==> config.mk <==
export PLATFORM = sky130hd
export DESIGN_NAME = cepi_div_cell
export DESIGN_NICKNAME = d
export VERILOG_FILES = /design/src/hw/rtl/cepi_pkg.sv /design/src/hw/rtl/cepi_div_cell.sv
export SDC_FILE = /design/constraint.sdc
export NUM_CORES = 1
export LEC_CHECK = 0
export ABC_AREA = 1
export BUFFER_PORTS_ARGS = -buffer_cell sky130_fd_sc_hd__buf_2
export CAP_MARGIN = 15
export CORE_AREA = 2 2 225 227
export CTS_CLUSTER_SIZE = 10
export DETAILED_ROUTE_END_ITERATION = 12
export DIE_AREA = 0 0 227 229
export PLACE_DENSITY_LB_ADDON = 0.08
export SLEW_MARGIN = 0
export SYNTH_ARGS = -nofsm -noshare
export SYNTH_HDL_FRONTEND = slang
export SYNTH_SLANG_ARGS = --single-unit
==> constraint.sdc <==
create_clock -name clk -period 20.7 [get_ports clk]
set_input_delay 1.035 -clock clk [delete_from_list [all_inputs] [get_ports clk]]
set_output_delay 1.035 -clock clk [all_outputs]
set_load 0.02 [all_outputs]
==> src/hw/rtl/cepi_pkg.sv <==
package cepi_pkg;

	localparam int unsigned DW    = 32;
	localparam int unsigned QBITS = 31;

	localparam logic [DW-1:0] T_ONE = 32'h7fff_ffff;
	localparam logic [DW-1:0] T_NEG = 32'h8000_0000;

	typedef enum logic [1:0] {
		TM_MAX,
		TM_DIV,
		TM_MIN
	} tmode_t;

	typedef struct packed {
		logic signed [DW-1:0] a_x;
		logic signed [DW-1:0] a_y;
		logic signed [DW-1:0] a_z;
		logic signed [DW-1:0] a_r;
		logic signed [DW-1:0] b_x;
		logic signed [DW-1:0] b_y;
		logic signed [DW-1:0] b_z;
		logic signed [DW-1:0] b_r;
	} in_t;

	typedef struct packed {
		logic signed [DW-1:0] out_x;
		logic signed [DW-1:0] out_y;
		logic signed [DW-1:0] out_z;
		logic signed [DW-1:0] out_r;
		logic                 out_r_valid;
	} out_t;

	// Work item handed from cell to cell through the divider chain.
	typedef struct packed {
		tmode_t               mode;
		logic                 neg;
		logic [DW-1:0]        rem;
		logic [DW-1:0]        dvs;
		logic [QBITS-1:0]     quo;
		logic                 rflag;
		logic signed [DW-1:0] a_x;
		logic signed [DW-1:0] a_z;
		logic signed [DW-1:0] a_r;
		logic signed [DW-1:0] d_x;
		logic signed [DW-1:0] d_z;
		logic signed [DW-1:0] d_r;
	} cell_t;

endpackage

==> src/hw/rtl/cepi_div_cell.sv <==
module cepi_div_cell (
	input  logic            clk,
	input  logic            arst_n,
	input  logic            in_valid,
	output logic            in_ready,
	input  cepi_pkg::cell_t in_cell,
	output logic            out_valid,
	input  logic            out_ready,
	output cepi_pkg::cell_t out_cell
);
	import cepi_pkg::*;

	logic          v_q;
	cell_t         c_q;
	cell_t         c_d;
	logic [DW:0]   rem2;
	logic [DW:0]   sub;
	logic          qbit;

	assign in_ready  = !v_q || out_ready;
	assign out_valid = v_q;
	assign out_cell  = c_q;

	// One restoring step: shift in a zero, subtract the divisor if it fits.
	always_comb begin
		rem2 = {in_cell.rem, 1'b0};
		sub  = rem2 - {1'b0, in_cell.dvs};
		qbit = !sub[DW];
		c_d      = in_cell;
		c_d.rem  = qbit ? sub[DW-1:0] : rem2[DW-1:0];
		c_d.quo  = {in_cell.quo[QBITS-2:0], qbit};
	end

	always_ff @(posedge clk or negedge arst_n) begin
		if (!arst_n) begin
			v_q <= 1'b0;
		end else if (in_ready) begin
			v_q <= in_valid;
		end
	end

	always_ff @(posedge clk) begin
		if (in_ready && in_valid) begin
			c_q <= c_d;
		end
	end

endmodule

### Word level (Yosys, flattened, before mapping)

Cells that the tools add are included.

| word-level totals | value |
|---|---|
| register bits after elaboration | 292 |
| input bits | 295 |

| operators by class | value |
|---|---|
| multiplexer cells | 1 |
| reductions and logical operators | 4 |
| add/sub/neg operators | 1 |

Operators by type and width:

| operator | count |
|---|---|
| $sub A33 B32 Y33 | 1 |
| $mux W32 | 1 |
| $logic_not A1 Y1 | 2 |
| $logic_and A1 B1 Y1 | 1 |
| $logic_or A1 B1 Y1 | 1 |

### Longest topological paths before layout

| logic depth | value |
|---|---|
| depth after elaboration | 3 |
| depth in mapped cells | 15 |
| gate-level depth less buffers | 14 |

### Worst setup path after synthesis

Ideal clock, no wire load.

| path | value |
|---|---|
| path kind | input port to flip-flop |
| start | in in_valid |
| end | reg c_q (netlist bit out_cell[0]) (enable) |
| arrival | 15024 ps |
| setup time | 1041 ps |
| path buffers | 0 |
| stages | 2 |
| slack | 4635 ps |
| cell sequence | inv_1 a21oi_1 |

| between the ends | value |
|---|---|
| cells in the longest elaborated chain, start to end | 1 |

RTL lines:

| element | RTL line | source |
|---|---|---|
| from (decl) | cepi_div_cell.sv:4 | `input logic in_valid,` |
| $logic_and A1 B1 Y1 | cepi_div_cell.sv:43 | `if (in_ready && in_valid) begin` |
| to (signal assigned) | cepi_div_cell.sv:44 | `c_q <= c_d;` |
| to (decl) | cepi_div_cell.sv:14 | `cell_t c_q;` |

Every way passes these cells.
A chain may end at the register's enable or synchronous reset.

### Worst setup path in the final report

| path | value |
|---|---|
| start | in in_valid |
| end | reg c_q (netlist bit out_cell[26]) (enable) |

The elaborated chain is that of the path after synthesis.

==> out/metrics.yaml <==
outcome:
  status: "finished clean"
worst_setup_path:
  critPathMaxFanout: 69
  end_kind: "flop"
  crit_arrival_ns: 3.74
  crit_type: "primary input to flop"
  cp.required_ns: 20.84
  cp-start-kind: "primary input"
cts:
  clk_latency_ns: 0.53
  cts.sinks: 292
  post_cts_resized: 0
  cts_tree: "done"
  htree_levels: 2
  cts_root_buffer: "clkbuf_16"
  post_cts_buffers: 0
  clockBufferDepth: 3
  postCtsHoldBufs: 0
  numCtsBuffers: 37
  clk_pin_slew_ns: 0.05
synthesis:
  synth_xor_xnor_area_share_pct: 1.09
  synth_area_sq_um: 12000
  async_flop_share_pct: 0.342
  synthCells: 973
  synth_compound_area_share_pct: 1.51
  synth_top_family_by_area: "simple AND/OR/NAND/NOR gates"
  synthMuxAreaShare_pct: 0
  synth.yosys.warnings: 0
  ys_ff_latch: 292
  netlist-cell-type-count: 29
  synthSimpleGateAreaFrac_pct: 15.4
  synth_edf_count: 291
  ys_seq_area_share_pct: 73.0
  synthFlopType: "edfxtp_1"
  synth_adder_area_share_pct: 3.40
  syn_area_per_cell_sq_um: 12.3
  synth.net_count: 1300
hold_path:
  hp-class: "primary input to asynchronous set/reset pin"
floorplan:
  die_y_microns: 229
  die_w_microns: 227
  core_region_area_sq_um: 49700
  initial_core_util_pct: 24.2
  dieArea_sq_um: 52000
  rows: 82
  ios: 588
global_route:
  track_usage_pct: 16.6
  antenna_found_initial: 14
  first_global_vias: 9196
  grt_first_pass_wirelength_microns: 62400
  top_usage_layer: "met2"
  overflow: 0
  grt_max_degree: 94
  use_met3_pct: 4.85
  grtUsageMet1_pct: 17.7
  grt_use_met2_pct: 31.3
timing:
  max_freq_mhz: 278
  hold_violations: 0
  rsz0062_at_grt: "false"
  holdWs_ns: 0.272
  slew_violations: 0
  max_slew.worst_pin.slew_ns: 0.923
  fin_skew_ns: 0.0141
  worst_slack_ns: 17.10
  finalSetupViolations: 0
  slew_headroom_pct: 38.5
  period_minus_slack_ns: 3.60
  period_share_pct: 17.4
  finalSetupTns_ns: 0
drt:
  antenna_left: 0
  wire_per_inst_microns: 19.6
  drc: 0
  routed_wl_microns: 44800
  vias: 9162
  dr.pass1.iters: 6
  drtIter0Drc: 382
  post_drt_via_cell_ratio: 4.00
finish:
  num-fill-cells: 5231
  seqCellArea_sq_um: 8760
  utilization_pct: 33.9
  multi_input_area_sq_um: 2580
  final_cell_mix: "buf_2, nand2_1, edfxtp_1"
  nets: 1924
  layout-drive-gt1-share_pct: 41.5
  instances_no_fill: 2288
  fin_area_sq_um: 16800
  final_common_cell: "buf_2"
  synthToLayoutAreaGrowth_pct: 40.2
place:
  gp_congestion: 0.873
  hpwl_microns: 36400
  placed_cells: 2229
  place_ws_ns: 16.22
  place_area_sq_um: 15700
  io_buffers: 586
power:
  vdd_drop_max_mv: 0.0481
  power_density_nw_per_um2: 90.3
  p_leak_nw: 7.93
  power.total_mw: 1.52
run:
  max_cap_viol_count: 0
[worst paths after layout]
| path | start | endpoint | slack (ns) | depth (start not counted) |
|---|---|---|---|---|
| min reg2reg | out_valid$_DFFE_PN0N_ | out_valid$_DFFE_PN0N_ | 0.59 | 2 |
| min in group clk | out_valid$_DFFE_PN0N_ | out_valid$_DFFE_PN0N_ | 0.59 | 2 |
| max in group asynchronous | arst_n | out_valid$_DFFE_PN0N_ | 20.34 | 1 |
| min | arst_n | out_valid$_DFFE_PN0N_ | 0.27 | 1 |
| max reg2reg | out_valid$_DFFE_PN0N_ | out_cell[26]$_DFFE_PP_ | 17.29 | 5 |
| max | in_valid | out_cell[26]$_DFFE_PP_ | 17.10 | 7 |
[metal layers]
layer  wire length (microns)  part of all wire, %
met1                   16300                   36
met3                    3330                  7.4
met2                   24100                   54
met5                      80                 0.18
met4                    1020                  2.3
[cell families (layout without fill, tap and decap cells)]
logic type,after synthesis,in the layout
flip-flops,292,292
XOR/XNOR,15,15
buffers and inverters,163,803
other,0,3
adder cells (fa/ha/maj),32,32
AND/OR/NAND/NOR,441,441
AO/OA/AOI/OAI,30,30
[worst max-delay path, cell delays in order]
cell     delay (ns)
buf_2          0.08
inv_1          0.06
a21oi_4        0.11
buf_4          0.46
buf_16         0.34
buf_4          0.71
buf_4          0.83
[registers in the layout (all words and copies together), names as in the netlist]
| register | cells |
|---|---|
| out_cell | 291 |
| out_valid | 1 |
[Yosys cell counts, types with 2 or more instances]
master / count / area [sq um]
inv_1: 151 / 567
xor2_1: 15 / 131
o21bai_1: 5 / 37.5
nand2_2: 17 / 106
nor2_2: 2 / 12.5
and2_1: 7 / 43.8
nand3_2: 2 / 20.0
edfxtp_1: 291 / 8740
a21oi_2: 2 / 17.5
nor2_1: 38 / 143
nand2_1: 323 / 1210
nand2_4: 5 / 56.3
nand4_1: 9 / 56.3
inv_2: 6 / 22.5
nand3_1: 29 / 145
a21oi_1: 21 / 105
buf_6: 5 / 56.3
ha_1: 31 / 388
nor3_1: 4 / 20.0
[final cells by class]
type	count	area share, %
sequential	292	52.1
timing repair buffer	591	17.8
multi-input combinational	518	15.4
clock buffer	45	5.68
tap	672	5.00
inverter	157	3.50
clock inverter	10	0.595
antenna	3	0.0446
[power breakdown]
part | leakage (nW) | switching [mW] | internal (mW)
Sequential | 2.79 | 0.00760 | 0.697
Clock | 0.512 | 0.238 | 0.348
Combinational | 4.63 | 0.155 | 0.0740
Total | 7.93 | 0.400 | 1.12
Power figures use the tool's default switching activity.
