==> config.mk <==
export PLATFORM = sky130hd
export DESIGN_NAME = cepi_prep
export DESIGN_NICKNAME = d
export VERILOG_FILES = /design/src/hw/rtl/cepi_pkg.sv /design/src/hw/rtl/cepi_prep.sv
export SDC_FILE = /design/constraint.sdc
export NUM_CORES = 1
export LEC_CHECK = 0
export ABC_AREA = 1
export BUFFER_PORTS_ARGS = -buffer_cell sky130_fd_sc_hd__buf_2
export CAP_MARGIN = 30
export CORE_AREA = 5 5 211 213
export DETAILED_ROUTE_END_ITERATION = 8
export DIE_AREA = 0 0 216 218
export GPL_TIMING_DRIVEN = 0
export PLACE_DENSITY = 0.78
export SYNTH_ARGS = -nofsm -noshare
export SYNTH_HDL_FRONTEND = slang
export SYNTH_SLANG_ARGS = --single-unit
==> constraint.sdc <==
create_clock -name clk -period 33.2 [get_ports clk]
set_input_delay 1.66 -clock clk [delete_from_list [all_inputs] [get_ports clk]]
set_output_delay 1.66 -clock clk [all_outputs]
set_load 0.01 [all_outputs]
==> src/hw/rtl/cepi_pkg.sv <==
package cepi_pkg;

	localparam int unsigned DW    = 32;
	localparam int unsigned QBITS = 31;

	localparam logic [DW-1:0] T_ONE = 32'h7fff_ffff;
	localparam logic [DW-1:0] T_NEG = 32'h8000_0000;

	typedef enum logic [1:0] {
		TM_MAX,
		TM_DIV,
		TM_MIN
	} tmode_t;

	typedef struct packed {
		logic signed [DW-1:0] a_x;
		logic signed [DW-1:0] a_y;
		logic signed [DW-1:0] a_z;
		logic signed [DW-1:0] a_r;
		logic signed [DW-1:0] b_x;
		logic signed [DW-1:0] b_y;
		logic signed [DW-1:0] b_z;
		logic signed [DW-1:0] b_r;
	} in_t;

	typedef struct packed {
		logic signed [DW-1:0] out_x;
		logic signed [DW-1:0] out_y;
		logic signed [DW-1:0] out_z;
		logic signed [DW-1:0] out_r;
		logic                 out_r_valid;
	} out_t;

	// Work item handed from cell to cell through the divider chain.
	typedef struct packed {
		tmode_t               mode;
		logic                 neg;
		logic [DW-1:0]        rem;
		logic [DW-1:0]        dvs;
		logic [QBITS-1:0]     quo;
		logic                 rflag;
		logic signed [DW-1:0] a_x;
		logic signed [DW-1:0] a_z;
		logic signed [DW-1:0] a_r;
		logic signed [DW-1:0] d_x;
		logic signed [DW-1:0] d_z;
		logic signed [DW-1:0] d_r;
	} cell_t;

endpackage

==> src/hw/rtl/cepi_prep.sv <==
module cepi_prep (
	input  logic            clk,
	input  logic            arst_n,
	input  logic            interp_color,
	input  logic            in_valid,
	output logic            in_ready,
	input  cepi_pkg::in_t   in_data,
	output logic            out_valid,
	input  logic            out_ready,
	output cepi_pkg::cell_t out_cell
);
	import cepi_pkg::*;

	logic            v_q;
	cell_t           c_q;
	cell_t           c_d;
	logic signed [DW-1:0] da;
	logic signed [DW-1:0] diff;
	logic signed [DW-1:0] ndiff;

	assign in_ready  = !v_q || out_ready;
	assign out_valid = v_q;
	assign out_cell  = c_q;

	always_comb begin
		da    = in_data.a_y + in_data.a_z;
		diff  = da - (in_data.b_y + in_data.b_z);
		ndiff = -diff;
		c_d       = '0;
		if (!(da < diff)) begin
			c_d.mode = TM_MAX;
		end else if (ndiff < da) begin
			c_d.mode = TM_DIV;
		end else begin
			c_d.mode = TM_MIN;
		end
		c_d.neg   = da[DW-1];
		c_d.rem   = da[DW-1] ? DW'(-da) : da;
		c_d.dvs   = diff;
		c_d.quo   = '0;
		c_d.rflag = interp_color;
		c_d.a_x   = in_data.a_x;
		c_d.a_z   = in_data.a_z;
		c_d.a_r   = in_data.a_r;
		c_d.d_x   = in_data.b_x - in_data.a_x;
		c_d.d_z   = in_data.b_z - in_data.a_z;
		c_d.d_r   = in_data.b_r - in_data.a_r;
	end

	always_ff @(posedge clk or negedge arst_n) begin
		if (!arst_n) begin
			v_q <= 1'b0;
		end else if (in_ready) begin
			v_q <= in_valid;
		end
	end

	always_ff @(posedge clk) begin
		if (in_ready && in_valid) begin
			c_q <= c_d;
		end
	end

endmodule

== Word level (Yosys, flattened, before mapping) ==
Cells that the tools add are included.
Word-level totals
  register bits: 261
  input port bits: 261
  output and inout port bits: 293
  word-level logic and storage cells: 28
Cells by class
  add/subtract/negate cells: 8
  $lt $le $gt $ge: 2
  multiplexer cells: 2
  reductions and logical operators: 3
Operators by type and width (number)
  subtractor 32 bit: 4
  adder 32 bit: 2
  less-than comparator 32 bit: 2
  negation 32 bit: 2
  two-way mux 31 bit: 1
  two-way mux 2 bit: 1
  logical AND 1 bit: 1
  zero test 1 bit: 1
  logical OR 1 bit: 1

== Depth between registers and ports, before layout ==
Gate-level depths: netlist (run 1).
  depth in word-level cells: 5
  mapped depth: 44

== Worst setup path before layout (run 1) ==
OpenSTA, ideal clock, no wires.
  path kind: input-to-reg
  from: input port in_valid
  to: register c_q, in the netlist out_cell[0] (enable)
  data arrival time: 14.169 ns
  data required time: 32.232 ns
  path slack: 18.064 ns
  stages: 2
  path through: inv_1 > a21oi_1
On the way
  cells in the longest elaborated chain, start to end: 1
RTL lines
  start: declaration: RTL line cepi_prep.sv:5  | input logic in_valid,
  logical AND 1 bit: RTL line cepi_prep.sv:59  | if (in_ready && in_valid) begin
  end signal: assignment: RTL line cepi_prep.sv:60  | c_q <= c_d;
  end: declaration: RTL line cepi_prep.sv:15  | cell_t c_q;
No other way between the ends.
A chain may end at the register's enable or synchronous reset.

==> impl_metrics.env, run 1 <==
export IMPL_via_count=19961
export IMPL_synth_warnings=0
export IMPL_drive_gt1_share_pct=21.72
export IMPL_p_clk_share_pct=19.8
export IMPL_route_detailed_drc=0
export IMPL_r2r_slack_ns=30.84
export IMPL_hold_ws_ns=0.5904
export IMPL_syn2layout_area_growth_pct=21.04
export IMPL_power_density_mw_per_mm2=62.94
export IMPL_cts_setup_buffers=0
export IMPL_hold_viol=0
export IMPL_grt_pass1_wl_um=104000
export IMPL_postRouteWirelength_um=68610
export IMPL_hold_end="out_valid"
export IMPL_cts_root_buf="clkbuf_16"
export IMPL_final_cells=3839
export IMPL_tns_ns=0
export IMPL_antenna_found_initial=14
export IMPL_status="completed"
export IMPL_hold_depth=2
export IMPL_setup_viol=0
export IMPL_mostFrequentLayoutCell="nand2_1"
export IMPL_yosys_register_bits=261
export IMPL_grt_max_degree=33
export IMPL_hp_start="out_valid"
export IMPL_regArea_mm2=0.007833
export IMPL_dp_cells=3780
export IMPL_gr_total_overflow=0
export IMPL_slew_headroom_pct=46.33
export IMPL_max_cap_viol_count=0
export IMPL_crit_top_cell="nand2_1"
export IMPL_timing_fmax_ghz=0.1334
export IMPL_cp_max_fo=5
export IMPL_dp_hpwl_um=58780
export IMPL_cellLeakagePower_uw=0.01383
export IMPL_synth_cells=2673
export IMPL_power_frac_comb_pct=53.5
export IMPL_swShare_pct=43.98
export IMPL_cts_made_buffers=30
export IMPL_die_area_mm2=0.04709
export IMPL_viasPerCell=5.200
export IMPL_ys_flop_type="edfxtp_1"
export IMPL_p_switching_uw=733.3
export IMPL_syn_area_per_cell_um2=8.188
export IMPL_die_x_um=216
export IMPL_period_minus_slack_ns=7.497
export IMPL_cp_start_kind="input pin"
export IMPL_tritoncts="yes"
export IMPL_async_flop_share_pct=0.3831
export IMPL_cell_internal_pwr_uw=934.1
export IMPL_period_share_pct=22.58
export IMPL_critical_path_class="in2reg"
export IMPL_die_h_um=218
export IMPL_rsz0062_at_grt="no"
export IMPL_synth_area_mm2=0.02189
export IMPL_fp_coreArea_mm2=0.04251
export IMPL_synth_edff_count=260
export IMPL_slowest_stage="fa_1"
export IMPL_grt_usage_pct=27.96
export IMPL_fin_worst_skew_ns=0.01052
export IMPL_fill_cells=3749
export IMPL_rr_endpoint="out_cell[159]"
export IMPL_cts_sinks=261
export IMPL_cts_htree_levels=1
export IMPL_ys_seq_area_share_pct=35.79
export IMPL_end_kind="flop"
export IMPL_cts_clk_slew_worst_paths_ns=0.06
export IMPL_wl_per_cell_um=17.87
export IMPL_cp_data_arrival_time_ns=7.81
export IMPL_pin_count=554
export IMPL_grt_pass1_vias=19641
export IMPL_start_util_pct=51.49
export IMPL_required_ns=33.51
export IMPL_hp_class="reg2reg"
export IMPL_cts_repair_resized=0
export IMPL_clockBufferDepth=3
export IMPL_num_rows=76
export IMPL_port_buffers=522
export IMPL_synth_cell_type_count=54
export IMPL_final_cell_mix="nand2_1 (584), buf_2 (526), inv_1 (524), edfxtp_1 (260), ha_1 (220)"
export IMPL_slew_violations=0
export IMPL_gp_congestion=0.9473
export IMPL_nNetsFinal=3782
export IMPL_power_uw=1667
export IMPL_firstDrtPassIters=5
export IMPL_ant_nets=0
export IMPL_tightest_slew_ns=0.7966
export IMPL_critPathMaxStageDelay_ns=0.50
export IMPL_p_seq_share_pct=26.6
export IMPL_reg2reg_from="out_valid"
export IMPL_vdd_drop_max_v=0.00003884
export IMPL_drt_iter0_drc=1501
export IMPL_multi_input_area_mm2=0.01191
export IMPL_r2r_cells=5
export IMPL_worstSkewPairLatency_ns=0.57
export IMPL_holdBufCountCts=0
layer usage:
layer	wire length (µm)	share of wire (%)	vias to the layer above	global-route usage (%)
met1	25760	38	9124	31.66
met3	5882	8.6	174	7.011
met4	3200	4.7	16	12.02
met2	33660	49	778	50.19
li1	-	-	9869	-
met5	95	0.14	-	0
flip-flops by register name, summed over array words and instances, names as in the netlist:
name,cells
out_cell,260
out_valid,1
through the flow:
stage | instance area, µm² | worst slack [ns] | utilization (%)
2_1_floorplan | 22000 | 18.06 | -
3_3_place_gp | 25300 | 12.87 | 59.51
3_5_place_dp | 25490 | 25.12 | 59.98
4_1_cts | 26480 | 25.73 | 62.30
5_1_grt | 26490 | 25.33 | 62.31
6_report | 26490 | 25.70 | 62.32
Yosys cell counts (4+ instances only):
library cell	n	area (µm²)
a21boi_0	13	97.59
a21boi_1	4	30.03
a21o_1	14	105.1
a21oi_1	180	900.9
a21oi_2	8	70.07
a221oi_1	6	52.55
a31oi_1	26	162.7
and2_1	4	25.02
buf_2	4	20.02
buf_4	31	232.7
edfxtp_1	260	7807
fa_1	35	700.7
ha_1	220	2753
inv_1	524	1967
inv_2	12	45.04
nand2_1	584	2192
nand2_2	20	125.1
nand3_1	104	520.5
nand3_2	7	70.07
nand4_1	33	206.5
nor2_1	202	758.2
nor2_2	14	87.58
nor2_4	7	78.83
nor3_1	50	250.2
nor3_2	5	50.05
o211ai_1	4	30.03
o21ai_0	57	285.3
o21ai_1	12	60.06
o21ai_2	5	43.79
o21bai_1	13	97.59
o221ai_1	4	35.03
xnor2_1	47	411.6
xnor2_2	7	113.9
xor2_1	114	998.5
xor2_2	13	211.5
how the worst max path moves through the flow:
stage / slack (ns) / cells past startpoint / to / from
6_report: 25.70 / 34 / out_cell[289] / in_data[160]
5_1_grt: 25.33 / 29 / out_cell[290] / in_data[170]
4_1_cts: 25.73 / 33 / out_cell[289] / in_data[160]
3_5_place_dp: 25.12 / 33 / out_cell[289] / in_data[160]
3_3_place_gp: 12.87 / 3 / out_cell[63] / in_valid
2_1_floorplan: 18.06 / 2 / out_cell[0] / in_valid
power by group through the flow:
stage	clock network (µW)	logic [µW]	registers [µW]
after floorplan	0	596	483
after global placement	0	860	462
after detailed placement	0	879	451
after CTS	338	884	444
after global routing	352	1000	448
final	331	893	444
cell families (layout without fill, tap and decap cells):
kind of cell | after synthesis | count (layout) | synth area share, %
AO/OA/AOI/OAI | 358 | 358 | 9.478
flip-flops | 261 | 261 | 35.79
XOR/XNOR | 182 | 182 | 8.055
adder cells (fa/ha/maj) | 255 | 255 | 15.78
other | 1 | 36 | 0.01713
AND/OR/NAND/NOR | 1045 | 1045 | 20.54
buffers and inverters | 571 | 1156 | 10.35
worst max-delay path, delay by kind of cell:
family,cells,cell delay (ns)
and+or+nand+nor,17,2.17
xor gates and xnor gates,3,0.93
adders and majority gates,5,1.88
AOI/OAI and AO/OA,5,0.80
buffers and inverters,4,0.37
layout make-up:
class                           instances  share of cell area [%]
Multi-Input combinational cell       1871                   44.97
Inverter                              536                   7.595
Sequential cell                       261                   29.57
Antenna cell                            5                 0.04723
Tap cell                              546                   2.579
Buffer                                 35                  0.9540
Clock inverter                         13                  0.5715
Clock buffer                           41                   3.146
Timing Repair Buffer                  531                   10.57
(Power assumes the default switching activity.)
==> run 2: changes to the inputs <==
--- a/config.mk
+++ b/config.mk
@@ -8,9 +8,9 @@
 export ABC_AREA = 1
 export BUFFER_PORTS_ARGS = -buffer_cell sky130_fd_sc_hd__buf_2
 export CAP_MARGIN = 30
-export CORE_AREA = 5 5 211 213
+export CORE_AREA = 5 5 212 214
 export DETAILED_ROUTE_END_ITERATION = 8
-export DIE_AREA = 0 0 216 218
+export DIE_AREA = 0 0 217 219
 export GPL_TIMING_DRIVEN = 0
 export PLACE_DENSITY = 0.78
 export SYNTH_ARGS = -nofsm -noshare
==> constraint.sdc (replaced) <==
create_clock -name clk -period 7.7 [get_ports clk]
set_input_delay 0.385 -clock clk [delete_from_list [all_inputs] [get_ports clk]]
set_output_delay 0.385 -clock clk [all_outputs]
set_load 0.01 [all_outputs]
==> impl_metrics.env, run 2 (synthesis results as in run 1) <==
export IMPL_grt_pass1_wl_um=105900
export IMPL_cts_htree_levels=1
export IMPL_dp_hpwl_um=59010
export IMPL_via_count=20089
export IMPL_largest_reg_flops=260
export IMPL_viasPerCell=5.186
export IMPL_utilization_pct=62.74
export IMPL_crit_top_cell="nand2_1"
export IMPL_setup_viol=0
export IMPL_slew_headroom_pct=43.97
export IMPL_grt_pass1_vias=19904
export IMPL_status="completed"
export IMPL_end_kind="flop"
export IMPL_period_minus_slack_ns=6.302
export IMPL_wl_per_cell_um=18.09
export IMPL_pin_count=554
export IMPL_slowest_stage="nor3_1"
export IMPL_die_x_um=217
export IMPL_firstDrtPassIters=8
export IMPL_vdd_drop_max_v=0.0001823
export IMPL_power_uw=7141
export IMPL_route_detailed_drc=0
export IMPL_timing_fmax_ghz=0.1587
export IMPL_antenna_found_initial=14
export IMPL_critPathMaxStageDelay_ns=0.55
export IMPL_max_cap_viol_count=0
export IMPL_drt_iter0_drc=1260
export IMPL_grt_usage_pct=28.20
export IMPL_nNetsFinal=3817
export IMPL_cts_root_buf="clkbuf_16"
export IMPL_rsz0062_at_grt="no"
export IMPL_tritoncts="yes"
export IMPL_worstSkewPairLatency_ns=0.56
export IMPL_cp_start_kind="input pin"
export IMPL_required_ns=8.00
export IMPL_gr_total_overflow=0
export IMPL_period_share_pct=81.85
export IMPL_cp_data_arrival_time_ns=6.61
export IMPL_postRouteWirelength_um=70100
export IMPL_fill_cells=3712
export IMPL_cts_made_buffers=29
export IMPL_gp_congestion=0.9727
export IMPL_die_h_um=219
export IMPL_tightest_slew_ns=0.8386
export IMPL_slew_violations=0
export IMPL_cts_clk_slew_worst_paths_ns=0.06
export IMPL_start_util_pct=51.26
export IMPL_fin_worst_skew_ns=0.006244
export IMPL_drive_gt1_share_pct=21.28
export IMPL_fp_coreArea_mm2=0.04270
export IMPL_hp_class="in2reg"
export IMPL_cp_max_fo=7
export IMPL_ant_nets=0
export IMPL_tns_ns=0
export IMPL_cts_repair_resized=0
export IMPL_critical_path_class="in2reg"
export IMPL_hold_viol=0
export IMPL_clockBufferDepth=3
export IMPL_mostFrequentLayoutCell="nand2_1"
export IMPL_die_area_mm2=0.04752
export IMPL_syn2layout_area_growth_pct=22.39
export IMPL_port_buffers=522
export IMPL_cts_sinks=261
export IMPL_num_rows=76
export IMPL_cellLeakagePower_uw=0.01394
export IMPL_power_density_mw_per_mm2=266.6
export IMPL_grt_max_degree=33
export IMPL_final_cell_mix="nand2_1 (584), buf_2 (526), inv_1 (524), edfxtp_1 (260), ha_1 (220)"
==> run 2: changes by cell type in the layout (fill, tap and decap cells not counted), moves of 2 or more <==
cell and change:
clkbuf_1 -2, clkbuf_16 -2, clkbuf_8 -2, clkinv_1 +7, clkinv_2 -2, dlygate4sd3_1 +36
==> run 2: metal layers <==
layer  track usage, %  part of all wire [%]  vias up
met5                0                  0.15        -
met4            12.60                   5.1       14
met3            6.277                   7.9      191
met2            49.89                    48      802
met1            32.87                    38     9150
li1                 -                     -     9932
==> run 2: critical path, delay by kind of cell <==
kind	cells	cell delay [ns]
AND/OR/NAND/NOR	20	2.89
XOR/XNOR	3	1.02
adder cells (fa/ha/maj)	5	1.87
AO/OA/AOI/OAI	1	0.15
buffers and inverters	4	0.27
==> run 2: worst paths after layout <==
kind                                    from             to  slack (ns)  depth (start not counted)
worst max-delay path            in_data[160]  out_cell[289]        1.40                         33
worst min-delay path            in_data[228]  out_cell[164]        0.03                          1
worst max register to register     out_valid   out_cell[38]        5.30                          5
worst min register to register     out_valid      out_valid        0.57                          2
max in group asynchronous             arst_n      out_valid        7.48                          2
min in group asynchronous             arst_n      out_valid        0.14                          2
==> run 2: power by group <==
group | internal (µW) | switching (µW) | leakage (µW) | total, µW
logic | 1320 | 2550 | 0.0110 | 3870
clock network | 788 | 569 | 0.000444 | 1360
registers | 1860 | 46.2 | 0.00249 | 1910
==> run 2: cell type report <==
| type | instances | area [µm²] | area share, % |
|---|---|---|---|
| buffer | 35 | 252.7 | 0.9435 |
| clock inverter | 17 | 162.7 | 0.6072 |
| timing repair buffer | 567 | 3168 | 11.83 |
| sequential | 261 | 7833 | 29.24 |
| antenna | 6 | 15.01 | 0.05605 |
| clock buffer | 35 | 748.2 | 2.793 |
| multi-input combinational | 1871 | 11910 | 44.47 |
| tap | 546 | 683.2 | 2.550 |
| inverter | 536 | 2012 | 7.511 |
==> run 2: what timing repair did <==
item,CTS,global route
endpoints found under the hold margin,35,1
hold buffers,35,1
setup buffers,0,0
==> run 2: through the flow <==
stage,setup slack [ns],instances,cell area [µm²],hold slack (ns)
2_1_floorplan,2.244,2703,22010,0.08941
4_1_cts,1.505,3867,26760,0.002225
5_1_grt,0.9691,3871,26780,0.001718
3_5_place_dp,0.9129,3780,25500,0.1614
3_3_place_gp,0.6261,3771,25310,0.1592
6_report,1.398,3874,26790,0.03034
